**src/hdl/plst_pkg.sv**
```systemverilog
// Shared types and constants of the positional list store.
`default_nettype none
package plst_pkg;

   localparam int DEFAULT_CAPACITY = 16;

   localparam int MODE_W = 3;
   localparam int HANDLE_W = 32;
   localparam int POS_W = 5;
   localparam int STATUS_W = 2;
   localparam int COUNT_W = 5;

   typedef enum logic [MODE_W-1:0] {
      MODE_ADD_HEAD = 3'd0,
      MODE_ADD_TAIL = 3'd1,
      MODE_ADD_AT   = 3'd2,
      MODE_REM_HEAD = 3'd3,
      MODE_REM_TAIL = 3'd4,
      MODE_REM_AT   = 3'd5
   } mode_type;

   typedef enum logic [STATUS_W-1:0] {
      ST_DONE    = 2'd0,
      ST_FULL    = 2'd1,
      ST_IGNORED = 2'd2
   } status_type;

   // Controller to datapath commands.
   typedef struct packed {
      logic capture;
      logic execute;
      logic publish;
   } cmd_type;

   // Datapath to controller status.
   typedef struct packed {
      logic out_free;
   } sts_type;

endpackage
`default_nettype wire

```
**src/hdl/plst_ctrl.sv**
```systemverilog
// Sequencing state machine of the positional list store.
`default_nettype none
module plst_ctrl (
   input  wire logic           clock,
   input  wire logic           reset,
   input  wire logic           req_valid,
   output logic                req_ready,
   input  plst_pkg::sts_type   sts,
   output plst_pkg::cmd_type   cmd
);

   typedef enum logic [2:0] {
      S_IDLE = 3'b001,
      S_EXEC = 3'b010,
      S_LOAD = 3'b100
   } state_type;

   state_type state_ff, state_in;

   always_comb begin
      state_in = state_ff;
      req_ready = 1'b0;
      cmd = '0;
      case (state_ff)
         S_IDLE: begin
            // refuse transfers while reset is high
            req_ready = !reset;
            if (req_valid && !reset) begin
               cmd.capture = 1'b1;
               state_in = S_EXEC;
            end
         end
         S_EXEC: begin
            cmd.execute = 1'b1;
            state_in = S_LOAD;
         end
         S_LOAD: begin
            // hold until the output register can take the result
            if (sts.out_free) begin
               cmd.publish = 1'b1;
               state_in = S_IDLE;
            end
         end
         default: begin
            state_in = S_IDLE;
         end
      endcase
   end

   always_ff @(posedge clock) begin
      if (reset) begin
         state_ff <= S_IDLE;
      end else begin
         state_ff <= state_in;
      end
   end

endmodule
`default_nettype wire

```
**src/hdl/plst_dpath.sv**
```systemverilog
// Row of list cells, operation decode and result register.
`default_nettype none
module plst_dpath #(
   parameter int CAPACITY = plst_pkg::DEFAULT_CAPACITY
) (
   input  wire logic                            clock,
   input  wire logic                            reset,
   input  plst_pkg::cmd_type                    cmd,
   output plst_pkg::sts_type                    sts,
   input  wire logic [plst_pkg::MODE_W-1:0]     req_mode,
   input  wire logic [plst_pkg::HANDLE_W-1:0]   req_item_handle,
   input  wire logic [plst_pkg::POS_W-1:0]      req_position,
   output logic                                 rsp_valid,
   input  wire logic                            rsp_ready,
   output logic [plst_pkg::STATUS_W-1:0]        rsp_status,
   output logic [plst_pkg::COUNT_W-1:0]         rsp_entry_count,
   output logic [plst_pkg::HANDLE_W-1:0]        rsp_first_handle,
   output logic [plst_pkg::HANDLE_W-1:0]        rsp_last_handle
);

   localparam int CNT_W = $clog2(CAPACITY + 1);
   localparam int IDX_W = $clog2(CAPACITY);
   localparam int CMP_W = (CNT_W > plst_pkg::POS_W) ? CNT_W : plst_pkg::POS_W;
   localparam logic [CMP_W-1:0] CAP_C = CMP_W'(CAPACITY);

   logic [plst_pkg::MODE_W-1:0]   mode_ff;
   logic [plst_pkg::HANDLE_W-1:0] handle_ff;
   logic [plst_pkg::POS_W-1:0]    pos_ff;

   logic [plst_pkg::HANDLE_W-1:0] slots_ff [CAPACITY];
   logic [CNT_W-1:0]              cnt_ff, cnt_in;
   plst_pkg::status_type          status_ff, status_in;

   logic                          out_valid_ff;
   logic [plst_pkg::STATUS_W-1:0] out_status_ff;
   logic [plst_pkg::COUNT_W-1:0]  out_count_ff;
   logic [plst_pkg::HANDLE_W-1:0] out_first_ff, out_last_ff;

   logic             do_ins, do_rem;
   logic [CMP_W-1:0] op_pos;
   logic [CMP_W-1:0] cnt_x;
   logic [IDX_W-1:0] last_idx;

   assign cnt_x = CMP_W'(cnt_ff);

   // Decode the captured operation against the current count.
   always_comb begin
      do_ins = 1'b0;
      do_rem = 1'b0;
      op_pos = CMP_W'(pos_ff);
      status_in = plst_pkg::ST_DONE;
      case (mode_ff)
         plst_pkg::MODE_ADD_HEAD, plst_pkg::MODE_ADD_TAIL, plst_pkg::MODE_ADD_AT: begin
            if (mode_ff == plst_pkg::MODE_ADD_HEAD) begin
               op_pos = '0;
            end else if (mode_ff == plst_pkg::MODE_ADD_TAIL) begin
               op_pos = cnt_x;
            end
            if (cnt_x >= CAP_C) begin
               status_in = plst_pkg::ST_FULL;
            end else if (op_pos > cnt_x) begin
               status_in = plst_pkg::ST_IGNORED;
            end else begin
               do_ins = 1'b1;
            end
         end
         plst_pkg::MODE_REM_HEAD, plst_pkg::MODE_REM_TAIL, plst_pkg::MODE_REM_AT: begin
            if (mode_ff == plst_pkg::MODE_REM_HEAD) begin
               op_pos = '0;
            end else if (mode_ff == plst_pkg::MODE_REM_TAIL) begin
               op_pos = cnt_x - CMP_W'(1);
            end
            if (cnt_ff == '0) begin
               status_in = plst_pkg::ST_IGNORED;
            end else if (op_pos >= cnt_x) begin
               status_in = plst_pkg::ST_IGNORED;
            end else begin
               do_rem = 1'b1;
            end
         end
         default: begin
            status_in = plst_pkg::ST_IGNORED;
         end
      endcase
   end

   always_comb begin
      cnt_in = cnt_ff;
      if (do_ins) begin
         cnt_in = cnt_ff + CNT_W'(1);
      end else if (do_rem) begin
         cnt_in = cnt_ff - CNT_W'(1);
      end
   end

   // Each cell keeps, takes the new handle, or shifts from a neighbor.
   for (genvar i = 0; i < CAPACITY; i++) begin : g_cell
      logic [plst_pkg::HANDLE_W-1:0] below, above;
      if (i == 0) begin : g_first
         assign below = slots_ff[0];
      end else begin : g_mid
         assign below = slots_ff[i-1];
      end
      if (i == CAPACITY - 1) begin : g_last
         assign above = slots_ff[i];
      end else begin : g_up
         assign above = slots_ff[i+1];
      end

      always_ff @(posedge clock) begin
         if (cmd.execute) begin
            if (do_ins) begin
               if (CMP_W'(i) == op_pos) begin
                  slots_ff[i] <= handle_ff;
               end else if (CMP_W'(i) > op_pos) begin
                  slots_ff[i] <= below;
               end
            end else if (do_rem && (CMP_W'(i) >= op_pos)) begin
               slots_ff[i] <= above;
            end
         end
      end
   end

   assign last_idx = IDX_W'(cnt_ff - CNT_W'(1));

   always_ff @(posedge clock) begin
      if (cmd.capture) begin
         mode_ff <= req_mode;
         handle_ff <= req_item_handle;
         pos_ff <= req_position;
      end
      if (cmd.execute) begin
         status_ff <= status_in;
      end
      if (cmd.publish) begin
         out_status_ff <= status_ff;
         out_count_ff <= cnt_x[plst_pkg::COUNT_W-1:0];
         if (cnt_ff == '0) begin
            out_first_ff <= '0;
            out_last_ff <= '0;
         end else begin
            out_first_ff <= slots_ff[0];
            out_last_ff <= slots_ff[last_idx];
         end
      end
   end

   always_ff @(posedge clock) begin
      if (reset) begin
         cnt_ff <= '0;
         out_valid_ff <= 1'b0;
      end else begin
         if (cmd.execute) begin
            cnt_ff <= cnt_in;
         end
         if (cmd.publish) begin
            out_valid_ff <= 1'b1;
         end else if (rsp_ready) begin
            out_valid_ff <= 1'b0;
         end
      end
   end

   assign sts.out_free = !out_valid_ff || rsp_ready;

   assign rsp_valid = out_valid_ff;
   assign rsp_status = out_status_ff;
   assign rsp_entry_count = out_count_ff;
   assign rsp_first_handle = out_first_ff;
   assign rsp_last_handle = out_last_ff;

   a_cnt_bound: assert property (@(posedge clock) disable iff (reset)
      cnt_x <= CAP_C)
      else $error("entry count above capacity");

   a_ins_count: assert property (@(posedge clock) disable iff (reset)
      (cmd.execute && do_ins) |=> (cnt_ff == $past(cnt_ff) + CNT_W'(1)))
      else $error("insert did not advance the count");

   a_full_status: assert property (@(posedge clock) disable iff (reset)
      (cmd.publish && (status_ff == plst_pkg::ST_FULL)) |-> (cnt_x == CAP_C))
      else $error("full status reported on a list with room");

   a_no_overwrite: assert property (@(posedge clock) disable iff (reset)
      (out_valid_ff && !rsp_ready) |-> !cmd.publish)
      else $error("pending result overwritten");

endmodule
`default_nettype wire

```
**src/hdl/positional_list_store.sv**
```systemverilog
// Top level of the positional list store: controller plus cell datapath.
//
// Bounded ordered list of 32-bit handles. Each transfer on the req_ channel
// carries one operation (req_mode): add at head, tail or req_position, or
// remove at head, tail or req_position. Each operation yields exactly one
// transfer on the rsp_ channel with the status, the entry count and the
// first and last handles after the operation (zero handles when empty).
// Both channels are valid/ready; a transfer happens when both are high.
// An operation runs through capture, update of the cell row (all entries
// shift at once), and load of the result register. The result register is
// loaded after the cell row update, and a new request is taken only once
// the previous result has been loaded into the output register.
// The result register decouples the sides: a new request is accepted while
// a result waits; if the receiver stalls, the next result holds in the
// controller's load state until the output register frees up.
// Synchronous reset empties the list and drops any pending result; req_ready
// stays low while reset is high. The cell contents are not cleared and are
// only read below the entry count.
`default_nettype none
module positional_list_store #(
   parameter int CAPACITY = plst_pkg::DEFAULT_CAPACITY
) (
   input  wire logic                            clock,
   input  wire logic                            reset,
   input  wire logic                            req_valid,
   output logic                                 req_ready,
   input  wire logic [plst_pkg::MODE_W-1:0]     req_mode,
   input  wire logic [plst_pkg::HANDLE_W-1:0]   req_item_handle,
   input  wire logic [plst_pkg::POS_W-1:0]      req_position,
   output logic                                 rsp_valid,
   input  wire logic                            rsp_ready,
   output logic [plst_pkg::STATUS_W-1:0]        rsp_status,
   output logic [plst_pkg::COUNT_W-1:0]         rsp_entry_count,
   output logic [plst_pkg::HANDLE_W-1:0]        rsp_first_handle,
   output logic [plst_pkg::HANDLE_W-1:0]        rsp_last_handle
);

   plst_pkg::cmd_type cmd;
   plst_pkg::sts_type sts;

   plst_ctrl u_ctrl (
      .clock     (clock),
      .reset     (reset),
      .req_valid (req_valid),
      .req_ready (req_ready),
      .sts       (sts),
      .cmd       (cmd)
   );

   plst_dpath #(
      .CAPACITY (CAPACITY)
   ) u_dpath (
      .clock            (clock),
      .reset            (reset),
      .cmd              (cmd),
      .sts              (sts),
      .req_mode         (req_mode),
      .req_item_handle  (req_item_handle),
      .req_position     (req_position),
      .rsp_valid        (rsp_valid),
      .rsp_ready        (rsp_ready),
      .rsp_status       (rsp_status),
      .rsp_entry_count  (rsp_entry_count),
      .rsp_first_handle (rsp_first_handle),
      .rsp_last_handle  (rsp_last_handle)
   );

endmodule
`default_nettype wire

```
**config.mk**
```make
export PLATFORM = sky130hd
export DESIGN_NAME = positional_list_store
export DESIGN_NICKNAME = d
export VERILOG_FILES = /design/src/hdl/plst_pkg.sv /design/src/hdl/plst_ctrl.sv /design/src/hdl/plst_dpath.sv /design/src/hdl/positional_list_store.sv
export SDC_FILE = /design/constraint.sdc
export NUM_CORES = 1
export LEC_CHECK = 0
export BUFFER_PORTS_ARGS = -buffer_cell sky130_fd_sc_hd__buf_2
export CORE_MARGIN = 3
export CORE_UTILIZATION = 40
export CTS_BUF_LIST = sky130_fd_sc_hd__clkbuf_4
export CTS_CLUSTER_DIAMETER = 40
export DETAILED_ROUTE_END_ITERATION = 12
export HOLD_SLACK_MARGIN = 0.08
export PLACE_DENSITY = 0.53
export SYNTH_ARGS = -nofsm -noshare
export SYNTH_HDL_FRONTEND = slang
export SYNTH_HIERARCHICAL = 1
export SYNTH_SLANG_ARGS = --single-unit
```
**constraint.sdc**
```tcl
create_clock -name clock -period 10.5 [get_ports clock]
set_clock_uncertainty 0.05 [all_clocks]
set_input_delay 0.525 -clock clock [delete_from_list [all_inputs] [get_ports clock]]
set_output_delay 0.525 -clock clock [all_outputs]
set_load 0.02 [all_outputs]
```
==> results_dict.tcl <==
set metrics [dict create \
    status "finished clean" \
    synth_compound_area_share_pct 14.9 \
    setup_violations 0 \
    antenna_violations_before_repair 9 \
    placed_cells 4149 \
    drt_pass1_iterations 6 \
    post_synthesis_share_of_cell_area_spent_on_xor_and_xnor_gates_pct 0.0734 \
    synth-seq-area-share_pct 52.9 \
    grt_setup_unrepaired "no" \
    sequential_cell_area_um2 19000 \
    grt_pass1_wl_mm 183 \
    worst_pin_slew_ps 1270 \
    worstPathArrival_ps 6710 \
    power_switching_share_pct 24.3 \
    yosys-mux-area-fraction_pct 14.9 \
    post_synthesis_average_cell_area_um2 11.4 \
    critical-path-top-delay-family "simple AND/OR/NAND/NOR gates" \
    utilization_pct 45.7 \
    cts_root_buffer "clkbuf_4" \
    top_level_i_o_count 117 \
    finalCritPeriodShare_pct 57.3 \
    fin_setup_tns_ps 0 \
    dp_hpwl_mm 78.7 \
    yosysMostFrequentCell "edfxtp_1" \
    antenna_left 0 \
    max_cap_violations 0 \
    synth_cell_type_count 79 \
    die_w_um 305 \
    grt_pass1_vias 27600 \
    ir_drop_mv 0.0992 \
    preCtsSetupSlack_ps 4450 \
    path_clk_slew_ps 70 \
    grt_overflow_total 0 \
    multi_input_comb_area_um2 15600 \
    clock_path_buffers 3 \
    synth_edf_count 625 \
    drive_gt1_share_pct 21.8 \
    critPathLaunchType "register" \
    maxClockFrequency_ghz 0.166 \
    setup.worst_path.end_class "register" \
    cpMaxStageDelayCell "dfxtp_4" \
    num_vias 28600 \
    dieHeight_um 305 \
    synth.top_cells.by_area "edfxtp_1 (52%), mux4_2 (10%), a31oi_1 (4.3%), o21ai_0 (4.2%), nor2_1 (3.0%)" \
    r2r_slack_ps 4480 \
    clkPwrFrac_pct 43.3 \
    htree_levels 4 \
    cts-buffers-inserted 184 \
    min-delay-start "req_item_handle[24]" \
    netSwitchingPower_mw 1.35 \
    placement_rows 109 \
    numPortBuffers 116 \
    worst_r2r_startpoint "u_dpath/cnt_ff[0]$_SDFFE_PP0P_" \
    hold-path-cell-count 2 \
    power.static_leakage_nw 13.0 \
    period_minus_slack_ps 6020 \
    critical_path.max_fanout 44 \
    syn_area_um2 35800 \
    final_net_count 3312 \
    netlist_top_cells_count "edfxtp_1 (625), o21ai_0 (302), nor2_1 (289)" \
    grt_start_max_net_pins 100 \
    cts_tree "built" \
    post_synth_inst_count 3143 \
    wl_per_cell_um 26.9 \
    postCtsSetupBuffers 0 \
    post_synth_and_or_nand_nor_area_fraction_pct 12.3 \
    holdCritPathClass "in2reg" \
    finalHoldViolations 0 \
    maxSlewHeadroom_pct 14.7 \
    comb_power_share_pct 5.6 \
    crit_chain "inv_1 -> ha_1 -> xor2_4 -> buf_4 -> o22ai_1 -> nor2_1 -> ha_1 -> o21ai_0 -> nor2b_1 -> o31a_1 -> and4_1 -> buf_4 -> nand2_2 -> mux2_1" \
    drc 0 \
    layout.filler_cells 8204 \
    power_report.internal_total_mw 4.19 \
    die_area_um2 93100 \
    seqPwrFrac_pct 51.1 \
    critical_path.reg2reg.endpoint "u_dpath/slots_ff[0][4]$_DFFE_PP_" \
    hold_ws_ps 212 \
    worst-r2r-cell-count 14 \
    worstSetupStartpoint "u_dpath/cnt_ff[0]$_SDFFE_PP0P_" \
    syn_to_final_growth_pct 12.9 \
    groute.usage.overall_pct 25.7 \
    clk_latency_ps 1050 \
    synth.largest_area_cell "edfxtp_1" \
    crit_path_category "reg2reg" \
    critPathRequiredTime_ps 11190 \
    critical_path.n_buffers_inverters 3 \
    postRouteWirelength_mm 122 \
    cellPowerDensity_nw_per_um2 137 \
    combinational_family_with_the_most_area_after_synthesis "compound AO/OA/AOI/OAI gates" \
    synth.top_cell.area_share_pct 52.4 \
    core_um2 88500 \
    drt_iter0_drc 3385 \
    start_util_pct 40.5 \
    max_transition_viols_final 0 \
    yosys_warnings 6 \
    synth_fa_ha_area_share_pct 0.454 \
    cts_num_sinks 634 \
    postSynthRegisterBits 634 \
    setup_ws_ps 4480 \
    via_per_inst 6.29 \
    synth-async-reset-ratio_pct 0 \
    cpPeakStageDelay_ps 890 \
    synth_top_flop_cell "edfxtp_1" \
    synthesis.nets 3200 \
    layout.cells.non_filler 4550 \
    holdPathEnd "u_dpath/handle_ff[24]$_DFFE_PP_" \
    finalWeightedCongestion 0.867 \
]
layer usage:
layer	global-route usage [%]	vias up	part of all wire (%)
met4	8.34	2	2.3
met1	39.8	14100	45
met3	6.33	174	11
met2	35.2	1678	41
li1	-	12600	-
met5	0	-	0.011
final cells by class:
| type | instances | share of cell area, % |
|---|---|---|
| clock inverters | 46 | 0.814 |
| multi-input cells | 2130 | 38.5 |
| well taps | 1165 | 3.61 |
| clock buffers | 269 | 4.99 |
| flip-flops and latches | 634 | 46.9 |
| inverters | 36 | 0.337 |
| diodes | 1 | 0.00619 |
| repair buffers | 269 | 4.83 |
flip-flops by register name, indices dropped and copies added, names as in the netlist, 2 cells and up:
register / cells
u_dpath/status_ff: 2
u_dpath/slots_ff: 512
u_dpath/rsp_first_handle: 32
u_dpath/rsp_last_handle: 32
u_dpath/mode_ff: 3
u_dpath/rsp_status: 2
u_ctrl/state_ff: 3
u_dpath/cnt_ff: 5
u_dpath/rsp_entry_count: 5
u_dpath/handle_ff: 32
u_dpath/pos_ff: 5
power groups by stage:
stage | sequential [mW] | clock [mW] | combinational, mW
final | 2.83 | 2.40 | 0.311
after global routing | 2.83 | 2.62 | 0.336
after CTS | 2.83 | 2.48 | 0.307
after detailed placement | 2.88 | 0 | 0.282
after global placement | 2.88 | 0 | 0.273
after floorplan | 2.85 | 0 | 0.203
layout by cell type (no fill, tap or decap), drive strengths merged, types with 70 or more instances in the layout:
cell / n
a21oi: 133
a31oi: 246
buf: 184
clkbuf: 269
dlygate4sd3: 85
edfxtp: 625
mux2i: 96
mux4: 160
nand2: 169
nand3: 206
nor2: 293
nor2b: 70
nor3: 74
o21ai: 339
stage by stage:
step                      instance area (µm²)  power [mW]
after global routing                    40400        5.78
final                                   40400        5.54
after floorplan                         35800        3.05
after global placement                  37200        3.15
after CTS                               40400        5.61
after detailed placement                37200        3.16
timing repair:
action,4_1_cts,5_1_grt
hold endpoints to repair,49,0
hold buffers,85,0
gates resized for setup,0,0
how the worst max path moves through the flow:
stage                                           endpoint  slack (ps)  cells after the start
floorplan           u_dpath/rsp_entry_count[0]$_DFFE_PP_        2180                      2
global placement        u_dpath/slots_ff[0][4]$_DFFE_PP_        4500                     14
detailed placement      u_dpath/slots_ff[0][4]$_DFFE_PP_        4450                     14
CTS                     u_dpath/slots_ff[0][4]$_DFFE_PP_        4390                     14
global route            u_dpath/slots_ff[0][4]$_DFFE_PP_        4040                     14
finish                  u_dpath/slots_ff[0][4]$_DFFE_PP_        4480                     14
cells by family (layout without fill, tap and decap cells):
logic type / after synthesis / after routing
mux: 323 / 323
other cells: 0 / 1
buf+inv: 379 / 620
xor+xnor: 3 / 3
fa+ha+maj: 13 / 13
flops: 634 / 634
compound gates: 873 / 873
simple gates: 918 / 918
Power figures use the tool's default switching activity.
